**src/design/bftc_pkg.sv**
```systemverilog
`default_nettype none

package bftc_pkg;

  // Field and state widths fixed by the console item format.
  localparam int POS_W   = 13;
  localparam int POSX_W  = POS_W + 1;
  localparam int ADDR_W  = 48;
  localparam int COLOR_W = 32;
  localparam int CODE_W  = 8;
  localparam int GROW_W  = 4;
  localparam int MASK_W  = 8;
  localparam int REGI_W  = 3;
  localparam int CFGD_W  = 48;
  // Pixel offset x + y * stride needs 27 bits at most.
  localparam int PIX_W   = 27;
  localparam int CELL_W  = 8;

  localparam logic [POS_W-1:0] POS_MAX = '1;

  // Depth of the command queue between the front and the back.
  localparam int QUEUE_DEPTH = 4;

  typedef enum logic [1:0] {
    KIND_CHAR      = 2'd0,
    KIND_NEWLINE   = 2'd1,
    KIND_BACKSPACE = 2'd2,
    KIND_LOAD      = 2'd3
  } kind_t;

  typedef enum logic [1:0] {
    CMD_DRAW  = 2'd0,
    CMD_ERASE = 2'd1,
    CMD_LOAD  = 2'd2
  } cmd_op_t;

  typedef enum logic {
    OP_ROW_WRITE = 1'b0,
    OP_CLEAR     = 1'b1
  } out_op_t;

  typedef enum logic [REGI_W-1:0] {
    REG_SCREEN_WIDTH  = 3'd0,
    REG_SCREEN_HEIGHT = 3'd1,
    REG_LINE_STRIDE   = 3'd2,
    REG_FRAME_BASE    = 3'd3,
    REG_INK_COLOR     = 3'd4,
    REG_ERASE_COLOR   = 3'd5
  } reg_idx_t;

  typedef struct packed {
    logic [POS_W-1:0]   screen_width;
    logic [POS_W-1:0]   screen_height;
    logic [POS_W-1:0]   line_stride;
    logic [ADDR_W-1:0]  frame_base;
    logic [COLOR_W-1:0] ink_color;
    logic [COLOR_W-1:0] erase_color;
  } cfg_t;

  localparam cfg_t CFG_RESET = '{
    screen_width:  13'd640,
    screen_height: 13'd480,
    line_stride:   13'd640,
    frame_base:    48'd0,
    ink_color:     32'hffff_ffff,
    erase_color:   32'd0
  };

  // One classified command handed from the front to the back.
  typedef struct packed {
    cmd_op_t           op;
    logic              clear;
    logic              blank;
    logic [CODE_W-1:0] code;
    logic [GROW_W-1:0] grow;
    logic [MASK_W-1:0] bits;
    logic [ADDR_W-1:0] addr;
  } cmd_t;

endpackage

`default_nettype wire

```
**src/design/bftc_if.sv**
```systemverilog
`default_nettype none

interface bftc_in_if;
  logic       valid;
  logic       ready;
  logic [1:0] kind;
  logic [7:0] char_code;
  logic [3:0] glyph_row;
  logic [7:0] row_bits;

  modport source (output valid, kind, char_code, glyph_row, row_bits, input ready);
  modport sink   (input valid, kind, char_code, glyph_row, row_bits, output ready);
endinterface


`default_nettype wire

```
**src/design/bftc_front.sv**
```systemverilog
`default_nettype none

module bftc_front
  import bftc_pkg::*;
#(
  parameter int GLYPH_ROWS  = 16,
  parameter int GLYPH_COUNT = 256
) (
  input  logic       clk,
  input  logic       rst_n,
  bftc_in_if.sink    in_chan,
  input  cfg_t       cfg,
  input  logic       q_full,
  output logic       q_push,
  output cmd_t       q_cmd
);

  localparam logic [POSX_W-1:0] ROWS_EXT = POSX_W'(GLYPH_ROWS);
  localparam logic [POSX_W-1:0] CELL_EXT = POSX_W'(CELL_W);
  localparam logic [POS_W-1:0]  CELL_POS = POS_W'(CELL_W);

  typedef struct packed {
    cmd_op_t           op;
    logic              clear;
    logic              blank;
    logic [CODE_W-1:0] code;
    logic [GROW_W-1:0] grow;
    logic [MASK_W-1:0] bits;
    logic [POS_W-1:0]  x;
    logic [POS_W-1:0]  y;
  } s1_t;

  typedef struct packed {
    cmd_op_t           op;
    logic              clear;
    logic              blank;
    logic [CODE_W-1:0] code;
    logic [GROW_W-1:0] grow;
    logic [MASK_W-1:0] bits;
    logic [PIX_W-1:0]  pix;
  } s2_t;

  logic [POS_W-1:0]  cx_r, cx_nxt, cy_r, cy_nxt;
  logic [POS_W-1:0]  upd_x, upd_y;
  logic              s1_v_r, s1_v_nxt, s2_v_r, s2_v_nxt;
  s1_t               s1_r, s1_nxt, ent;
  s2_t               s2_r, s2_nxt;
  logic              in_ready, accept, want;
  logic              s1_en, s2_en;
  logic              wrap_y, x_fold, back_narrow, load_ok;
  logic [POS_W-1:0]  y_char, x_back, y_back, x_left;
  logic [POSX_W-1:0] x_step;
  logic [PIX_W-1:0]  y_ext, stride_ext, x_ext;

  function automatic logic [POS_W-1:0] sat_add(input logic [POS_W-1:0] y);
    logic [POSX_W-1:0] s;
    s = {1'b0, y} + ROWS_EXT;
    return (s > {1'b0, POS_MAX}) ? POS_MAX : s[POS_W-1:0];
  endfunction

  function automatic logic [POS_W-1:0] line_up(input logic [POS_W-1:0] y);
    return ({1'b0, y} >= ROWS_EXT) ? (y - ROWS_EXT[POS_W-1:0]) : '0;
  endfunction

  // Classify the item and work out the cursor it leaves behind.
  always_comb begin
    ent       = '0;
    ent.op    = CMD_DRAW;
    ent.code  = in_chan.char_code;
    ent.grow  = in_chan.glyph_row;
    ent.bits  = in_chan.row_bits;
    ent.blank = 32'(in_chan.char_code) >= GLYPH_COUNT;
    want      = 1'b0;
    upd_x     = cx_r;
    upd_y     = cy_r;

    wrap_y      = ({1'b0, cy_r} + ROWS_EXT) > {1'b0, cfg.screen_height};
    y_char      = wrap_y ? '0 : cy_r;
    x_step      = {1'b0, cx_r} + CELL_EXT;
    x_fold      = (x_step + CELL_EXT) > {1'b0, cfg.screen_width};
    x_back      = (cx_r == '0) ? cfg.screen_width : cx_r;
    y_back      = (cx_r == '0) ? line_up(cy_r) : cy_r;
    back_narrow = x_back < CELL_POS;
    x_left      = back_narrow ? '0 : (x_back - CELL_POS);
    load_ok     = (32'(in_chan.glyph_row) < GLYPH_ROWS) &&
                  (32'(in_chan.char_code) < GLYPH_COUNT);

    case (kind_t'(in_chan.kind))
      KIND_CHAR: begin
        want      = 1'b1;
        ent.op    = CMD_DRAW;
        ent.clear = wrap_y;
        ent.x     = cx_r;
        ent.y     = y_char;
        if (x_fold) begin
          upd_x = '0;
          upd_y = sat_add(y_char);
        end else begin
          upd_x = x_step[POS_W-1:0];
          upd_y = y_char;
        end
      end
      KIND_NEWLINE: begin
        upd_x = '0;
        upd_y = sat_add(cy_r);
      end
      KIND_BACKSPACE: begin
        want   = 1'b1;
        ent.op = CMD_ERASE;
        ent.x  = x_left;
        ent.y  = y_back;
        if (back_narrow) begin
          upd_x = cfg.screen_width;
          upd_y = line_up(y_back);
        end else begin
          upd_x = x_back - CELL_POS;
          upd_y = y_back;
        end
      end
      KIND_LOAD: begin
        want   = load_ok;
        ent.op = CMD_LOAD;
      end
      default: begin
        want = 1'b0;
      end
    endcase
  end

  // Two stages: cursor/classify, then the row offset multiply-accumulate.
  always_comb begin
    s2_en    = !s2_v_r || !q_full;
    s1_en    = !s1_v_r || s2_en;
    in_ready = s1_en;
    accept   = in_chan.valid && in_ready;

    cx_nxt   = accept ? upd_x : cx_r;
    cy_nxt   = accept ? upd_y : cy_r;

    s1_v_nxt = s1_en ? (accept && want) : s1_v_r;
    s1_nxt   = s1_en ? ent : s1_r;

    y_ext      = PIX_W'(s1_r.y);
    stride_ext = PIX_W'(cfg.line_stride);
    x_ext      = PIX_W'(s1_r.x);

    s2_v_nxt = s2_en ? s1_v_r : s2_v_r;
    s2_nxt   = s2_r;
    if (s2_en) begin
      s2_nxt.op    = s1_r.op;
      s2_nxt.clear = s1_r.clear;
      s2_nxt.blank = s1_r.blank;
      s2_nxt.code  = s1_r.code;
      s2_nxt.grow  = s1_r.grow;
      s2_nxt.bits  = s1_r.bits;
      s2_nxt.pix   = y_ext * stride_ext + x_ext;
    end

    q_push       = s2_v_r && !q_full;
    q_cmd.op     = s2_r.op;
    q_cmd.clear  = s2_r.clear;
    q_cmd.blank  = s2_r.blank;
    q_cmd.code   = s2_r.code;
    q_cmd.grow   = s2_r.grow;
    q_cmd.bits   = s2_r.bits;
    q_cmd.addr   = cfg.frame_base + ADDR_W'({s2_r.pix, 2'b00});
  end

  assign in_chan.ready = in_ready;

  always_ff @(posedge clk) begin
    if (!rst_n) begin
      cx_r   <= '0;
      cy_r   <= '0;
      s1_v_r <= 1'b0;
      s2_v_r <= 1'b0;
    end else begin
      cx_r   <= cx_nxt;
      cy_r   <= cy_nxt;
      s1_v_r <= s1_v_nxt;
      s2_v_r <= s2_v_nxt;
    end
  end

  always_ff @(posedge clk) begin
    s1_r <= s1_nxt;
    s2_r <= s2_nxt;
  end

  a_newline_home: assert property (@(posedge clk) disable iff (!rst_n)
    accept && (in_chan.kind == KIND_NEWLINE) |=> (cx_r == '0))
    else $error("newline did not return the column to zero");

  a_newline_down: assert property (@(posedge clk) disable iff (!rst_n)
    accept && (in_chan.kind == KIND_NEWLINE) |=> (cy_r >= $past(cy_r)))
    else $error("newline moved the cursor up");

  a_stage_hold: assert property (@(posedge clk) disable iff (!rst_n)
    s1_v_r && !s2_en |=> s1_v_r)
    else $error("stalled front stage dropped its command");

endmodule

`default_nettype wire

```
**src/flat_wrapper.sv**
```systemverilog
// flat-port wrapper written by rule: the top's interface ports become plain ports
module bftc_front_flat import bftc_pkg::*;
#(
  parameter int GLYPH_ROWS  = 16,
  parameter int GLYPH_COUNT = 256
)
  (clk, rst_n, cfg, q_full, q_push, q_cmd, in_chan_valid, in_chan_kind, in_chan_char_code, in_chan_glyph_row, in_chan_row_bits, in_chan_ready);
  bftc_in_if in_chan_i ();
  input  logic clk;
  input  logic rst_n;
  input  cfg_t cfg;
  input  logic q_full;
  output logic q_push;
  output cmd_t q_cmd;
  input wire logic [$bits(in_chan_i.valid)-1:0] in_chan_valid;
  input wire logic [$bits(in_chan_i.kind)-1:0] in_chan_kind;
  input wire logic [$bits(in_chan_i.char_code)-1:0] in_chan_char_code;
  input wire logic [$bits(in_chan_i.glyph_row)-1:0] in_chan_glyph_row;
  input wire logic [$bits(in_chan_i.row_bits)-1:0] in_chan_row_bits;
  output wire logic [$bits(in_chan_i.ready)-1:0] in_chan_ready;
  assign in_chan_i.valid = in_chan_valid;
  assign in_chan_i.kind = in_chan_kind;
  assign in_chan_i.char_code = in_chan_char_code;
  assign in_chan_i.glyph_row = in_chan_glyph_row;
  assign in_chan_i.row_bits = in_chan_row_bits;
  assign in_chan_ready = in_chan_i.ready;
  bftc_front #(.GLYPH_ROWS(GLYPH_ROWS), .GLYPH_COUNT(GLYPH_COUNT)) u_core (.clk(clk), .rst_n(rst_n), .in_chan(in_chan_i), .cfg(cfg), .q_full(q_full), .q_push(q_push), .q_cmd(q_cmd));
endmodule
```
**config.mk**
```make
export PLATFORM = sky130hd
export DESIGN_NAME = bftc_front_flat
export DESIGN_NICKNAME = d
export VERILOG_FILES = /design/src/design/bftc_pkg.sv /design/src/design/bftc_if.sv /design/src/design/bftc_front.sv /design/src/flat_wrapper.sv
export SDC_FILE = /design/constraint.sdc
export NUM_CORES = 1
export LEC_CHECK = 0
export BUFFER_PORTS_ARGS = -buffer_cell sky130_fd_sc_hd__buf_2
export CAP_MARGIN = 20
export CORE_MARGIN = 2
export CORE_UTILIZATION = 30
export DETAILED_ROUTE_END_ITERATION = 12
export PLACE_DENSITY = 0.59
export SETUP_SLACK_MARGIN = 0.05
export SLEW_MARGIN = 10
export SYNTH_ARGS = -nofsm -noshare
export SYNTH_HDL_FRONTEND = slang
export SYNTH_SLANG_ARGS = --single-unit
export TNS_END_PERCENT = 20
```
**constraint.sdc**
```tcl
create_clock -name clk -period 7.84 [get_ports clk]
set_input_delay 1.176 -clock clk [delete_from_list [all_inputs] [get_ports clk]]
set_output_delay 1.176 -clock clk [all_outputs]
set_load 0.01 [all_outputs]
```
==> summary.md <==
| Metric | Value |
|---|---|
| Reg2Reg Capture Point | u_core.s2_r[24] |
| Max cap viols | 0 |
| Synthesized area | ~15000 um^2 |
| RSZ-0062 raised after global routing | false |
| PortBufs | between 150 and 200 |
| Fin nets | between 2000 and 2500 |
| Worst reg2reg path depth | 21 |
| Global Route Usage Sum | between 10 and 15% |
| CP required | about 8.0 ns |
| Crit path buf inv count | 5 |
| Hold Path Sink | u_core.q_cmd[59] |
| VDD IR-drop max | 0.163 mV |
| CTS Buffer Depth | 2 |
| Hold depth | 0 |
| Final Max Tran Viols | 0 |
| Post-synth top cells | 231 x inv_1, 164 x nand2_1, 163 x ha_1, 132 x fa_1, 99 x edfxtp_1 |
| Synth warn | 0 |
| Final setup fails | 0 |
| FFs w/ async S/R, synth | 0% |
| Area growth from synthesis to layout | 12.9% |
| DRT iter0 DRCs | just under 800 |
| Initial Utilization | 30.2% |
| CTS tree | built |
| Root Driver | clkbuf_16 |
| DR WL/cell | 15.6 um |
| Post-synth top area share | roughly a fifth |
| Routability congestion estimate | 0.880 |
| Worst Tran Pin Value | 1.12 ns |
| Total grt overflow | 0 |
| Ports | roughly 250 |
| Worst hold start | u_core.s1_r[37] |
| Net Count, Synth | 2183 |
| Reg2Reg Setup Slack | 1.03 ns |
| EDFF count, synth | 99 |
| Vias in the first global route | 12600 |
| Cell count after synthesis | 1711 |
| Setup Crit Path Kind | in2reg |
| Leak | 8.31 nW |
| Largest net degree at the start of global routing | 53 |
| Vias per inst | 4.89 |
| Critical path arrival | around 7.2 ns |
| Tcrit/Tclk final | 89.2% |
| Final ANT Viol Nets | 0 |
| Max transition margin | 24.1% |
| Shortest period the worst path allows | 6.99 ns |
| Clock-pin slew of the registers on the worst-case setup and hold paths | about 0.060 ns |
| Layout fillers | 5266 |
| Worst skew pair latency | about 0.44 ns |
| PD cells | 205 nW/um^2 |
| Clock Sinks | around 130 |
| Antenna violations before repair | 3 |
| Post-synth cell types | 95 |
| Die area | 53300 um^2 |
| Final WL | 39100 um |
| Area contributors post-synth | edfxtp_1 19%, fa_1 17%, ha_1 13%, inv_1 5.6%, nand2_1 4.0% |
| First-pass GRT wire length | about 64000 um |
| Max incr delay on CP | 0.54 ns |
| Die width | 231 um |
| Core Area | 51100 um^2 |
| HP Class | reg2reg |
| Die Height | roughly 230 um |
| DR vias | 12300 |
| CTS Buf Count | 17 |
| Total power | 0.00358 W |
| Crit-path leading delay family | adder cells |
| Most frequent cell on the critical path | fa_1 |
| Status | finished, final reports clean |
| Layout cells sized above 1 | 14.0% |
| F_max | 143 MHz |
| Resized Gates After CTS | 0 |
| Critical path endpoint category | flop |
| Synth area leader | edfxtp_1 |
| Mean Syn Cell Area | 9.02 um^2 |
| CP max stage cell | fa_1 |
| RR Startpoint | u_core.s1_r[8] |
| # hold bufs at CTS | 0 |
| Worst setup SP type | primary input |
| Main synth FF type | edfxtp_1 |
| Register area share after synthesis | 22.9% |
| Num rows | just over 80 |
| Worst Path Max Fanout | 13 |
| Setup_tns | 0 ns |
| DP HPWL | 31600 um |
| Final hold violation count | 0 |
| Synth Register Bits | 127 |
| H-tree depth | 4 |
| Post-CTS setup repair buffer count | 0 |
| Drc violations | 0 |
| Cell Chain, Critical Path | buf_2 -> and2_1 -> fa_1 -> inv_1 -> fa_1 -> inv_1 -> fa_1 -> fa_1 -> fa_1 -> inv_1 -> fa_1 -> inv_1 -> ha_1 -> a21oi_1 -> o21ai_0 -> or3_1 -> o211ai_2 -> o221ai_1 -> or4_1 -> a31o_2 -> a21oi_1 -> xnor2_1 |
| Most common cell in the netlist | inv_1 |
| Pre-antenna DRT Iters | 5 |
| Clock skew | between 0.01 and 0.015 ns |
-- registers in the layout, indices dropped and copies added (netlist names) --
name           flops
u_core.cx_r       13
u_core.cy_r       13
u_core.q_cmd      23
u_core.s1_r       49
u_core.s1_v_r      1
u_core.s2_r       27
u_core.s2_v_r      1
-- final cells by class --
class	instances	area, um^2	area share, %
Antenna cell	1	2.50	0.0144
Clock buffer	17	425	2.44
Clock inverter	14	254	1.46
Inverter	231	867	4.97
Multi-Input combinational cell	1254	10500	60.5
Sequential cell	127	3530	20.3
Tap cell	680	851	4.88
Timing Repair Buffer	187	951	5.46
-- metal layers --
metal  global-route usage [%]  up-vias  wire length [um]
met5                        0        -                25
met2                     26.0      300             19100
li1                         -     6025                 -
met3                     1.90       37              1820
met1                     19.4     5907             17700
met4                     3.81        4               527
-- layout by cell type, fill, tap and decap left out, drive strengths merged, types with 7 or more instances in the layout --
master | Yosys | layout
inv | 231 | 236
buf | 41 | 187
nand2 | 166 | 166
ha | 163 | 163
fa | 132 | 132
edfxtp | 99 | 99
a21oi | 98 | 98
and2 | 96 | 96
nor2 | 79 | 79
o21ai | 79 | 79
xnor2 | 69 | 69
nand3 | 31 | 31
dfxtp | 28 | 28
nor3 | 27 | 27
and3 | 25 | 25
xor2 | 25 | 25
a21o | 23 | 23
nand4 | 23 | 23
clkbuf | 58 | 17
o21a | 16 | 16
nor2b | 15 | 15
a31oi | 13 | 13
a211oi | 13 | 13
a22o | 11 | 11
nand2b | 11 | 11
o211ai | 10 | 10
o31ai | 9 | 9
nor4 | 8 | 8
a21boi | 8 | 8
o221ai | 7 | 7
a22oi | 7 | 7
or2 | 7 | 7
-- kinds of logic after synthesis --
kind of cell	Yosys count	synth area share (%)
XOR/XNOR	94	5.34
AO/OA/AOI/OAI	347	15.0
flip-flops	127	22.9
buffers and inverters	330	8.81
multiplexers	2	0.130
adder cells (fa/ha/maj)	295	30.3
other	1	0.0243
AND/OR/NAND/NOR	515	17.5
-- stage by stage --
step                      hold slack [ns]  instances  area (um^2)  utilization, %  setup slack [ns]
final                               0.413       2511        17400            34.1             0.849
after global routing                0.419       2510        17400            34.1             0.490
after CTS                           0.416       2510        17400            34.1             0.835
after detailed placement            0.405       2479        16700            32.8             0.365
after global placement              0.400       2479        16700            32.8             0.390
after floorplan                     0.400       1711        15400               -             0.777
-- worst max path at each step --
stage | startpoint | endpoint | slack (ns) | cells past startpoint
6_report | cfg[115] | u_core.s2_r[24] | 0.85 | 22
5_1_grt | cfg[115] | u_core.s2_r[24] | 0.49 | 22
4_1_cts | cfg[115] | u_core.s2_r[24] | 0.84 | 22
3_5_place_dp | cfg[115] | u_core.s2_r[24] | 0.37 | 22
3_3_place_gp | cfg[115] | u_core.s2_r[24] | 0.39 | 22
2_1_floorplan | cfg[115] | u_core.s2_r[24] | 0.78 | 22
-- power breakdown --
group	total (W)	switching (W)	internal [W]
sequential	0.000925	0.0000848	0.000840
combinational	0.00171	0.00100	0.000711
clock	0.000937	0.000335	0.000602
Note: power is estimated with default switching activity, not from simulation.
