File: src/design/bftc_pkg.sv
`default_nettype none

package bftc_pkg;

  // Field and state widths fixed by the console item format.
  localparam int POS_W   = 13;
  localparam int POSX_W  = POS_W + 1;
  localparam int ADDR_W  = 48;
  localparam int COLOR_W = 32;
  localparam int CODE_W  = 8;
  localparam int GROW_W  = 4;
  localparam int MASK_W  = 8;
  localparam int REGI_W  = 3;
  localparam int CFGD_W  = 48;
  // Pixel offset x + y * stride needs 27 bits at most.
  localparam int PIX_W   = 27;
  localparam int CELL_W  = 8;

  localparam logic [POS_W-1:0] POS_MAX = '1;

  // Depth of the command queue between the front and the back.
  localparam int QUEUE_DEPTH = 4;

  typedef enum logic [1:0] {
    KIND_CHAR      = 2'd0,
    KIND_NEWLINE   = 2'd1,
    KIND_BACKSPACE = 2'd2,
    KIND_LOAD      = 2'd3
  } kind_t;

  typedef enum logic [1:0] {
    CMD_DRAW  = 2'd0,
    CMD_ERASE = 2'd1,
    CMD_LOAD  = 2'd2
  } cmd_op_t;

  typedef enum logic {
    OP_ROW_WRITE = 1'b0,
    OP_CLEAR     = 1'b1
  } out_op_t;

  typedef enum logic [REGI_W-1:0] {
    REG_SCREEN_WIDTH  = 3'd0,
    REG_SCREEN_HEIGHT = 3'd1,
    REG_LINE_STRIDE   = 3'd2,
    REG_FRAME_BASE    = 3'd3,
    REG_INK_COLOR     = 3'd4,
    REG_ERASE_COLOR   = 3'd5
  } reg_idx_t;

  typedef struct packed {
    logic [POS_W-1:0]   screen_width;
    logic [POS_W-1:0]   screen_height;
    logic [POS_W-1:0]   line_stride;
    logic [ADDR_W-1:0]  frame_base;
    logic [COLOR_W-1:0] ink_color;
    logic [COLOR_W-1:0] erase_color;
  } cfg_t;

  localparam cfg_t CFG_RESET = '{
    screen_width:  13'd640,
    screen_height: 13'd480,
    line_stride:   13'd640,
    frame_base:    48'd0,
    ink_color:     32'hffff_ffff,
    erase_color:   32'd0
  };

  // One classified command handed from the front to the back.
  typedef struct packed {
    cmd_op_t           op;
    logic              clear;
    logic              blank;
    logic [CODE_W-1:0] code;
    logic [GROW_W-1:0] grow;
    logic [MASK_W-1:0] bits;
    logic [ADDR_W-1:0] addr;
  } cmd_t;

endpackage

`default_nettype wire

File: src/design/bftc_queue.sv
`default_nettype none

module bftc_queue
  import bftc_pkg::*;
(
  input  logic clk,
  input  logic rst_n,
  input  logic push,
  input  cmd_t push_cmd,
  output logic full,
  input  logic pop,
  output cmd_t head,
  output logic empty
);

  localparam int PTR_W = $clog2(QUEUE_DEPTH);
  localparam int CNT_W = $clog2(QUEUE_DEPTH + 1);
  localparam logic [CNT_W-1:0] CNT_FULL = CNT_W'(QUEUE_DEPTH);
  localparam logic [PTR_W-1:0] PTR_LAST = PTR_W'(QUEUE_DEPTH - 1);

  cmd_t             slots_r [QUEUE_DEPTH];
  logic [PTR_W-1:0] wp_r, wp_nxt, rp_r, rp_nxt;
  logic [CNT_W-1:0] cnt_r, cnt_nxt;

  always_comb begin
    full    = (cnt_r == CNT_FULL);
    empty   = (cnt_r == '0);
    head    = slots_r[rp_r];
    wp_nxt  = wp_r;
    rp_nxt  = rp_r;
    cnt_nxt = cnt_r;
    if (push) begin
      wp_nxt = (wp_r == PTR_LAST) ? '0 : (wp_r + 1'b1);
    end
    if (pop) begin
      rp_nxt = (rp_r == PTR_LAST) ? '0 : (rp_r + 1'b1);
    end
    if (push && !pop) begin
      cnt_nxt = cnt_r + 1'b1;
    end else if (pop && !push) begin
      cnt_nxt = cnt_r - 1'b1;
    end
  end

  always_ff @(posedge clk) begin
    if (!rst_n) begin
      wp_r  <= '0;
      rp_r  <= '0;
      cnt_r <= '0;
    end else begin
      wp_r  <= wp_nxt;
      rp_r  <= rp_nxt;
      cnt_r <= cnt_nxt;
    end
  end

  always_ff @(posedge clk) begin
    if (push) begin
      slots_r[wp_r] <= push_cmd;
    end
  end

  a_no_overflow: assert property (@(posedge clk) disable iff (!rst_n)
    push |-> (cnt_r != CNT_FULL) || pop)
    else $error("command queue written while full");

  a_no_underflow: assert property (@(posedge clk) disable iff (!rst_n)
    pop |-> (cnt_r != '0))
    else $error("command queue read while empty");

  a_count_range: assert property (@(posedge clk) disable iff (!rst_n)
    cnt_r <= CNT_FULL)
    else $error("command queue count out of range");

endmodule

`default_nettype wire

File: config.mk
export PLATFORM = sky130hd
export DESIGN_NAME = bftc_queue
export DESIGN_NICKNAME = d
export VERILOG_FILES = /design/src/design/bftc_pkg.sv /design/src/design/bftc_queue.sv
export SDC_FILE = /design/constraint.sdc
export NUM_CORES = 1
export LEC_CHECK = 0
export BUFFER_PORTS_ARGS = -buffer_cell sky130_fd_sc_hd__buf_2
export CAP_MARGIN = 15
export CORE_MARGIN = 4
export CORE_UTILIZATION = 40
export DETAILED_ROUTE_END_ITERATION = 6
export PLACE_DENSITY_LB_ADDON = 0.12
export SYNTH_ARGS = -nofsm -noshare
export SYNTH_HDL_FRONTEND = slang
export SYNTH_SLANG_ARGS = --single-unit
File: constraint.sdc
create_clock -name clk -period 4 [get_ports clk]
set_clock_uncertainty 0.2 [all_clocks]
set_input_delay 0.6 -clock clk [delete_from_list [all_inputs] [get_ports clk]]
set_output_delay 0.6 -clock clk [all_outputs]
set_load 0.01 [all_outputs]
==> results of run 1 <==
[power by group through the flow]
stage	clock, mW	combinational, mW	sequential, mW
floorplan	0	0.357	3.66
global placement	0	0.562	3.69
detailed placement	0	0.572	3.70
CTS	2.71	0.573	3.63
global route	2.86	0.606	3.64
finish	2.63	0.555	3.63
[per-layer routing]
metal / up-vias / GRT usage (%) / routed length (um)
met1: 2550 / 17.9 / 8750
met5: - / 0 / 7
met3: 33 / 3.64 / 1230
met2: 135 / 23.2 / 10300
li1: 2154 / - / -
met4: 2 / 3.23 / 483
[area by class of cell]
type | instances | area, um^2
clock inverter | 15 | 125
clock buffer | 41 | 813
timing repair buffer | 160 | 853
fill | 2249 | 13900
sequential | 297 | 8840
inverter | 4 | 15.0
tap | 341 | 427
multi-input combinational | 103 | 1900
[cells in the mapped netlist]
cell type	count
edfxtp_1	288
mux4_2	70
dfxtp_1	9
buf_12	7
buf_2	7
ha_1	6
and2_1	5
nor2b_1	5
inv_1	4
mux2i_1	4
mux4_1	2
nor3_1	2
a21boi_0	1
buf_6	1
clkbuf_1	1
fa_1	1
nor2_1	1
nor3b_1	1
o21a_1	1
o21ai_0	1
or3_1	1
xnor2_1	1
xor2_1	1
[critical path, delay by kind of cell, from the launching register on]
family | cells | cell delay, ps
flip-flops | 1 | 740
multiplexers | 1 | 580
buffers and inverters | 2 | 590
[final timing paths]
check	end	slack [ps]	cells after the start
max	head[11]	720	3
min	slots_r[3][62]$_DFFE_PP_	60	1
max reg2reg	slots_r[3][50]$_DFFE_PP_	1840	3
min reg2reg	cnt_r[2]$_SDFFE_PN0P_	330	2
[flip-flops by register name, indices dropped and copies added (netlist names), named ones only]
name	count
cnt_r	3
rp_r	2
slots_r	288
wp_r	2
[metrics by stage]
stage | utilization [%] | cells | power (mW) | setup WS (ps)
after global placement | 44.8 | 905 | 4.25 | 1250
after CTS | 48.3 | 961 | 6.91 | 624
after detailed placement | 44.8 | 905 | 4.27 | 1220
final | 48.3 | 961 | 6.81 | 720
after global routing | 48.3 | 961 | 7.11 | 528
after floorplan | - | 420 | 4.02 | 1080
[cells by family after synthesis]
| kind of cell | count (synthesis) | share of synthesized area, % |
|---|---|---|
| flops | 297 | 80.8 |
| mux | 76 | 15.3 |
| buf+inv | 20 | 1.88 |
| simple gates | 15 | 0.825 |
| fa+ha+maj | 7 | 0.870 |
| compound gates | 3 | 0.183 |
| xor+xnor | 2 | 0.160 |
==> impl_metrics.env, run 1 <==
export IMPL_slew_viol_final=0
export IMPL_max_freq_ghz=0.305
export IMPL_die_w_um=173
export IMPL_holdCritStartpoint="push_cmd[62]"
export IMPL_synth_seq_area_share_pct=80.8
export IMPL_period_share_pct=82.0
export IMPL_synth_area_leaders="edfxtp_1 79%, mux4_2 14%, dfxtp_1 1.6%, buf_12 1.3%, ha_1 0.69%"
export IMPL_port_buffers=149
export IMPL_yosysWarningCount=0
export IMPL_postCtsHoldBufs=0
export IMPL_power_switching_mw=1.44
export IMPL_p_clk_share_pct=38.6
export IMPL_grt_pass1_wl_mm=31.9
export IMPL_end_kind="primary output"
export IMPL_wl_mm=20.7
export IMPL_clkTransAtPathRegs_ps=60
export IMPL_final_antenna_net_count=0
export IMPL_nNetsFinal=680
export IMPL_timing_slew_headroom_pct=44.9
export IMPL_drc=0
export IMPL_drt_iter0_drc=350
export IMPL_status="completed"
export IMPL_grt_overflow_total=0
export IMPL_ios=150
export IMPL_power_density_nw_per_um2=525
export IMPL_cts_tree="yes"
export IMPL_wire_per_inst_um=21.6
export IMPL_grt_setup_unrepaired="false"
export IMPL_routabilityCongestion=0.691
export IMPL_syn_to_final_growth_pct=18.7
export IMPL_setup_tns_ps=0
export IMPL_root_buffer="clkbuf_16"
export IMPL_pwr_share_comb_pct=8.1
export IMPL_seq_power_share_pct=53.2
export IMPL_syn_area_per_cell_um2=26.0
export IMPL_cts_setup_buffers=0
export IMPL_cpMaxStageDelayCell="dfxtp_4"
export IMPL_p_int_mw=5.37
export IMPL_power_switching_share_pct=21.1
export IMPL_grt_pass1_vias=5426
export IMPL_clk_path_buf_depth=3
export IMPL_stdcell_area_um2=13000
export IMPL_layout_min_cycle_time_ps=3280
export IMPL_ir_drop_v=0.000350
export IMPL_yosys_area_top_type_share_pct=79.2
export IMPL_dpl_cell_area_um2=12000
export IMPL_synth_area_um2=10900
export IMPL_layout_commonest_cell="edfxtp_1"
export IMPL_critPathLaunchType="flop"
export IMPL_cts_resized=0
export IMPL_rr_startpoint="wp_r[0]$_SDFFE_PN0P_"
export IMPL_chipHeight_um=173
export IMPL_antenna_found_initial=2
export IMPL_synth_largest_area_cell="edfxtp_1"
export IMPL_antennaDiodeCount=0
export IMPL_start_util_pct=40.7
export IMPL_hpwl_mm=12.4
export IMPL_drv_cap=0
export IMPL_cpPeakStageDelay_ps=740
export IMPL_synth_cells=420
export IMPL_drive_above_1_share_pct=44.2
export IMPL_die_area_um2=30000
export IMPL_finalHoldViolations=0
export IMPL_crit_fanout=28
export IMPL_hold_path_class="in -> reg"
export IMPL_ys_seq_elements=297
export IMPL_synth_distinct_cells=23
export IMPL_arrival_ps=2480
export IMPL_layout_common_cells="288 x edfxtp_1, 149 x buf_2, 70 x mux4_2, 31 x clkbuf_16, 10 x clkbuf_1"
export IMPL_vias=4874
export IMPL_rows=60
export IMPL_critPathKind="reg -> out"
export IMPL_cts_buffers_inserted=31
export IMPL_tightest_slew_ps=827
export IMPL_hold_ws_ps=62.7
export IMPL_clk_insertion_delay_late_ps=550
export IMPL_fp_coreArea_um2=26900
export IMPL_grt_max_degree=50
export IMPL_grt_total_usage_pct=13.7
export IMPL_path_cells="buf_4, mux4_2, buf_2"
export IMPL_first_pass_iters=6
export IMPL_clkSinkCount=297
export IMPL_syn_num_nets=503
export IMPL_vias_per_cell=5.07
export IMPL_worstPathRequired_ps=3200
export IMPL_htree_levels=1
export IMPL_p_leak_nw=4.37
export IMPL_setup_viol=0
No activity file was read; power rests on OpenSTA's default activity.
==> run 2: changes to the inputs <==
Settings changed: ABC_AREA set to 1.
Clock period 4 ns to 3.22 ns, I/O delays scaled along.
==> impl_metrics.env, run 2 <==
export IMPL_synth_cells=755
export IMPL_period_share_pct=92.8
export IMPL_max_freq_ghz=0.335
export IMPL_vias=6879
export IMPL_ys_seq_elements=297
export IMPL_clk_path_buf_depth=3
export IMPL_busiest_layer="met2"
export IMPL_grt_pass1_wl_mm=39.4
export IMPL_synth_async_reset_ratio_pct=0
export IMPL_cpPeakStageDelay_ps=460
export IMPL_power_density_nw_per_um2=621
export IMPL_critPathLaunchType="flop"
export IMPL_layout_common_cells="288 x edfxtp_1, 152 x nor2_1, 149 x buf_2, 147 x o21ai_0, 73 x dlygate4sd3_1"
export IMPL_pwr_share_comb_pct=10.2
export IMPL_synth_compound_area_share_pct=10.8
export IMPL_grt_pass1_vias=6830
export IMPL_synth_xor_area_share_pct=0.0789
export IMPL_setup_tns_ps=0
export IMPL_wire_per_inst_um=18.4
export IMPL_hpwl_mm=14.3
export IMPL_synth_area_leaders="edfxtp_1 78%, o21ai_0 6.6%, nor2_1 5.1%, o22ai_1 4.1%, dfxtp_1 1.6%"
export IMPL_ios=150
export IMPL_n_fill_cell=2327
export IMPL_path_cells="inv_6, buf_12, o21ai_0, o22ai_1, buf_2"
export IMPL_ys_flop_type="edfxtp_1"
export IMPL_met3_usage_pct=2.86
export IMPL_clk_insertion_delay_late_ps=550
export IMPL_synth_top_family_by_area="compound AO/OA/AOI/OAI gates"
export IMPL_use_met2_pct=26.5
export IMPL_p_clk_share_pct=38.2
export IMPL_synth_common_cells="288 x edfxtp_1, 152 x nor2_1, 147 x o21ai_0"
export IMPL_grt_max_degree=115
export IMPL_synth_distinct_cells=19
export IMPL_drv_cap=0
export IMPL_cts_setup_buffers=0
export IMPL_fp_coreArea_um2=27100
export IMPL_grt_total_usage_pct=16.2
export IMPL_clkTransAtPathRegs_ps=60
export IMPL_worstPathRequired_ps=2540
export IMPL_syn_area_per_cell_um2=14.7
export IMPL_largest_reg_flops=288
export IMPL_reg_largest_list="slots_r x288, cnt_r x3"
export IMPL_hold_path_class="in -> reg"
export IMPL_drc=0
export IMPL_layout_commonest_cell="edfxtp_1"
export IMPL_power_switching_mw=2.01
export IMPL_slew_viol_final=0
export IMPL_finalNonFillerCells=1379
export IMPL_yosys_area_top_type_share_pct=77.9
export IMPL_p_leak_nw=4.94
export IMPL_die_area_um2=30500
export IMPL_cpMaxStageDelayCell="dfxtp_4"
export IMPL_synth_largest_area_cell="edfxtp_1"
export IMPL_drt_iter0_drc=390
export IMPL_synthMuxAreaShare_pct=0
export IMPL_final_antenna_net_count=0
export IMPL_syn_to_final_growth_pct=25.6
export IMPL_fin_ws_ps=233
export IMPL_critPathKind="reg -> out"
export IMPL_syn_num_nets=838
export IMPL_grt_use_met1_pct=22.5
export IMPL_regMostFlops="slots_r"
export IMPL_grt_setup_unrepaired="false"
export IMPL_synth_simple_gate_area_share_pct=5.69
export IMPL_yosysMostFrequentCell="edfxtp_1"
export IMPL_drive_above_1_share_pct=21.6
export IMPL_ir_drop_v=0.000410
export IMPL_htree_levels=1
export IMPL_die_w_um=175
export IMPL_grt_overflow_total=0
export IMPL_p_total_mw=8.67
export IMPL_routabilityCongestion=0.695
export IMPL_start_util_pct=41.0
export IMPL_antenna_found_initial=2
export IMPL_wl_mm=25.3
export IMPL_hold_ws_ps=97.9
export IMPL_critPathBufInv=3
export IMPL_p_int_mw=6.66
export IMPL_port_buffers=149
export IMPL_setup_viol=0
export IMPL_vias_per_cell=4.99
export IMPL_synth_edff_count=288
export IMPL_synth_area_um2=11100
export IMPL_crit_fanout=59
export IMPL_synth_seq_area_share_pct=79.5
export IMPL_timing_slew_headroom_pct=46.7
export IMPL_chipHeight_um=175
export IMPL_root_buffer="clkbuf_16"
export IMPL_critPathTopFamily="buffers and inverters"
export IMPL_power_switching_share_pct=23.1
export IMPL_synthAdderAreaFrac_pct=0.856
export IMPL_status="completed"
export IMPL_nNetsFinal=1064
export IMPL_arrival_ps=2300
export IMPL_rows=60
export IMPL_end_kind="primary output"
export IMPL_tightest_slew_ps=799
export IMPL_first_pass_iters=4
export IMPL_yosysWarningCount=0
export IMPL_clkSinkCount=297
export IMPL_layout_min_cycle_time_ps=2990
export IMPL_finalHoldViolations=0
export IMPL_cts_tree="yes"
export IMPL_seq_power_share_pct=51.6
export IMPL_cts_buffers_inserted=31
export IMPL_preCtsSetupSlack_ps=715
export IMPL_dp_cells=1247
run 2: changes by cell type in the layout (fill, tap and decap cells not counted), sizes merged, moves of 6 or more:
cell	change
buf	+6
dlygate4sd3	+73
inv	+7
mux4	-72
nand2	+8
nor2	+151
o21ai	+146
o22ai	+72
run 2: worst min-delay path: stages:
cell,delay [ps]
buf_2,110
o21ai_0,150
nor2_1,60
run 2: final cells by class:
class | instances | area [um^2] | share of cell area, %
antenna | 2 | 5.00 | 0.0359
clock buffer | 43 | 851 | 6.10
tap | 372 | 465 | 3.34
clock inverter | 14 | 97.6 | 0.699
multi-input combinational | 396 | 1940 | 13.9
timing repair buffer | 239 | 1690 | 12.1
sequential | 297 | 8840 | 63.3
inverter | 16 | 70.1 | 0.502
run 2: metal layers:
| layer | vias up | wire length [um] |
|---|---|---|
| met1 | 3340 | 11300 |
| met4 | 0 | 699 |
| met3 | 47 | 1200 |
| met5 | - | 0 |
| met2 | 192 | 12100 |
| li1 | 3300 | - |
run 2: cells by family after synthesis:
logic type | Yosys count
AOI/OAI and AO/OA | 222
xor gates and xnor gates | 1
adders and majority gates | 7
buffers and inverters | 62
DFF | 297
and+or+nand+nor | 166
run 2: what timing repair did:
item / 4_1_cts / 5_1_grt
hold buffers: 73 / 0
endpoints found under the hold margin: 290 / 0
endpoints found under the setup margin: 0 / 1
resized for setup: 0 / 1
run 2: stage by stage:
step | area (um^2) | utilization [%]
4_1_cts | 13900 | 51.5
2_1_floorplan | 11100 | -
3_3_place_gp | 12300 | 45.3
6_report | 14000 | 51.5
3_5_place_dp | 12300 | 45.3
5_1_grt | 14000 | 51.5
run 2: path summary, 6_finish.rpt:
path / startpoint / to / slack, ps / depth (start not counted)
min reg2reg: wp_r[1]$_SDFFE_PN0P_ / wp_r[1]$_SDFFE_PN0P_ / 340 / 2
max: flop / head[20] / 230 / 5
min: pop / flop / 100 / 3
max reg2reg: wp_r[0]$_SDFFE_PN0P_ / slots_r[2][65]$_DFFE_PP_ / 890 / 5
run 2: power groups by stage:
stage          Combinational (mW)  Sequential (mW)  Clock [mW]
2_1_floorplan               0.464             4.54           0
3_3_place_gp                0.834             4.56           0
3_5_place_dp                0.838             4.56           0
4_1_cts                     0.913             4.48        3.39
5_1_grt                     0.991             4.49        3.53
6_report                    0.886             4.48        3.31
==> run 3: changes to the inputs <==
==> constraint.sdc (replaced) <==
create_clock -name clk -period 3.22 [get_ports clk]
set_clock_uncertainty 0.2 [all_clocks]
set_input_delay 0.966 -clock clk [delete_from_list [all_inputs] [get_ports clk]]
set_output_delay 0.966 -clock clk [all_outputs]
set_load 0.01 [all_outputs]
==> impl_metrics.env, run 3 (synthesis gave the netlist of run 2 again) <==
export IMPL_status="completed"
export IMPL_clk_path_buf_depth=3
export IMPL_cpPeakStageDelay_ps=370
export IMPL_wire_per_inst_um=18.2
export IMPL_layout_min_cycle_time_ps=3060
export IMPL_hpwl_mm=13.3
export IMPL_grt_pass1_wl_mm=36.8
export IMPL_layout_commonest_cell="edfxtp_1"
export IMPL_period_share_pct=95.1
export IMPL_critPathKind="reg -> out"
export IMPL_finalNonFillerCells=1305
export IMPL_cpMaxStageDelayCell="dfxtp_4"
export IMPL_hold_path_class="reg -> reg"
export IMPL_p_clk_share_pct=39.0
export IMPL_p_total_mw=8.67
export IMPL_power_density_nw_per_um2=653
export IMPL_setup_tns_ps=0
export IMPL_drc=0
export IMPL_htree_levels=1
export IMPL_utilization_pct=49.0
export IMPL_critPathLaunchType="flop"
export IMPL_root_buffer="clkbuf_16"
export IMPL_tightest_slew_ps=553
export IMPL_final_antenna_net_count=0
export IMPL_ir_drop_v=0.000465
export IMPL_p_int_mw=6.71
export IMPL_layout_common_cells="288 x edfxtp_1, 152 x nor2_1, 149 x buf_2, 147 x o21ai_0, 72 x o22ai_1"
export IMPL_p_leak_nw=4.66
export IMPL_ios=150
export IMPL_power_switching_share_pct=22.7
export IMPL_cts_setup_buffers=0
export IMPL_r2r_cells=4
export IMPL_reg_largest_list="slots_r x288, cnt_r x3"
export IMPL_fp_coreArea_um2=27100
export IMPL_wl_mm=23.7
export IMPL_start_util_pct=41.0
export IMPL_slew_viol_final=0
export IMPL_n_fill_cell=2377
export IMPL_cts_buffers_inserted=31
export IMPL_vias=6535
export IMPL_max_freq_ghz=0.327
export IMPL_critPathTopFamily="buffers and inverters"
export IMPL_power_switching_mw=1.97
export IMPL_drt_iter0_drc=338
export IMPL_first_pass_iters=4
export IMPL_finalHoldViolations=0
export IMPL_critPathBufInv=3
export IMPL_crit_cells=5
export IMPL_dp_cells=1248
export IMPL_die_area_um2=30500
export IMPL_routabilityCongestion=0.720
export IMPL_grt_setup_unrepaired="false"
export IMPL_nNetsFinal=992
export IMPL_clkSinkCount=297
export IMPL_setup_viol=0
export IMPL_worstPathRequired_ps=2050
export IMPL_path_cells="inv_6, buf_12, nor2_1, o22ai_1, buf_2"
export IMPL_pwr_share_comb_pct=9.6
export IMPL_clkTransAtPathRegs_ps=60
export IMPL_clk_insertion_delay_late_ps=550
export IMPL_die_w_um=175
export IMPL_grt_total_usage_pct=15.2
export IMPL_crit_fanout=38
export IMPL_vias_per_cell=5.01
export IMPL_regMostFlops="slots_r"
export IMPL_timing_slew_headroom_pct=63.1
export IMPL_syn_to_final_growth_pct=19.6
export IMPL_drive_above_1_share_pct=23.2
export IMPL_largest_reg_flops=288
export IMPL_drv_cap=0
export IMPL_ff2ff_setup_slack_ps=1350
export IMPL_end_kind="primary output"
export IMPL_chipHeight_um=175
export IMPL_seq_power_share_pct=51.4
export IMPL_grt_pass1_vias=6519
export IMPL_port_buffers=149
export IMPL_antenna_found_initial=5
export IMPL_cts_tree="yes"
export IMPL_arrival_ps=1900
export IMPL_rows=60
export IMPL_antennaDiodeCount=0
export IMPL_grt_max_degree=77
export IMPL_grt_overflow_total=0
export IMPL_worstHoldPathCells=2
[run 3: timing repair]
item,in CTS,in global routing
endpoints found under the setup margin,0,8
gates resized for setup,0,2
hold buffers,0,0
[run 3: worst register-to-register path, stage by stage, from the launching register on]
cell and delay, ps:
dfxtp_1 400, ha_1 210, nand2_1 70, clkinv_2 260
buf_4 370
[run 3: path summary, 6_finish.rpt]
| kind | start | endpoint |
|---|---|---|
| worst max-delay path | flop | head[24] |
| worst min-delay path | wp_r[1]$_SDFFE_PN0P_ | wp_r[1]$_SDFFE_PN0P_ |
| worst max register to register | wp_r[0]$_SDFFE_PN0P_ | slots_r[3][23]$_DFFE_PP_ |
| worst min register to register | wp_r[1]$_SDFFE_PN0P_ | wp_r[1]$_SDFFE_PN0P_ |
[run 3: area by class of cell]
type	instances	area, um^2	share of cell area, %
clock buffers	41	813	6.12
multi-input cells	396	1940	14.6
flip-flops and latches	297	8830	66.5
repair buffers	167	1010	7.60
inverters	16	71.3	0.537
clock inverters	16	151	1.14
well taps	372	465	3.50
[run 3: routing by layer]
layer  vias to the layer above  GRT usage, %  share of wire (%)
met2                       170          25.4                 48
met3                        45          4.52                6.8
met5                         -             0               0.24
met4                        10          3.80                2.3
li1                       3147             -                  -
met1                      3163          19.7                 43
[run 3: power by group through the flow]
stage                     Combinational, mW  Sequential (mW)  Clock, mW
after floorplan                       0.464             4.54          0
after global placement                0.848             4.54          0
after detailed placement              0.849             4.54          0
after CTS                             0.852             4.46       3.47
after global routing                  0.932             4.47       3.66
final                                 0.830             4.46       3.39
[run 3: metrics by stage]
stage / cell area (um^2) / hold slack [ps] / worst slack, ps
after global routing: 13300 / 366 / 28.3
after detailed placement: 12300 / 322 / 670
after CTS: 13300 / 330 / 69.2
final: 13300 / 331 / 158
after floorplan: 11100 / 290 / 195
after global placement: 12300 / 326 / 694
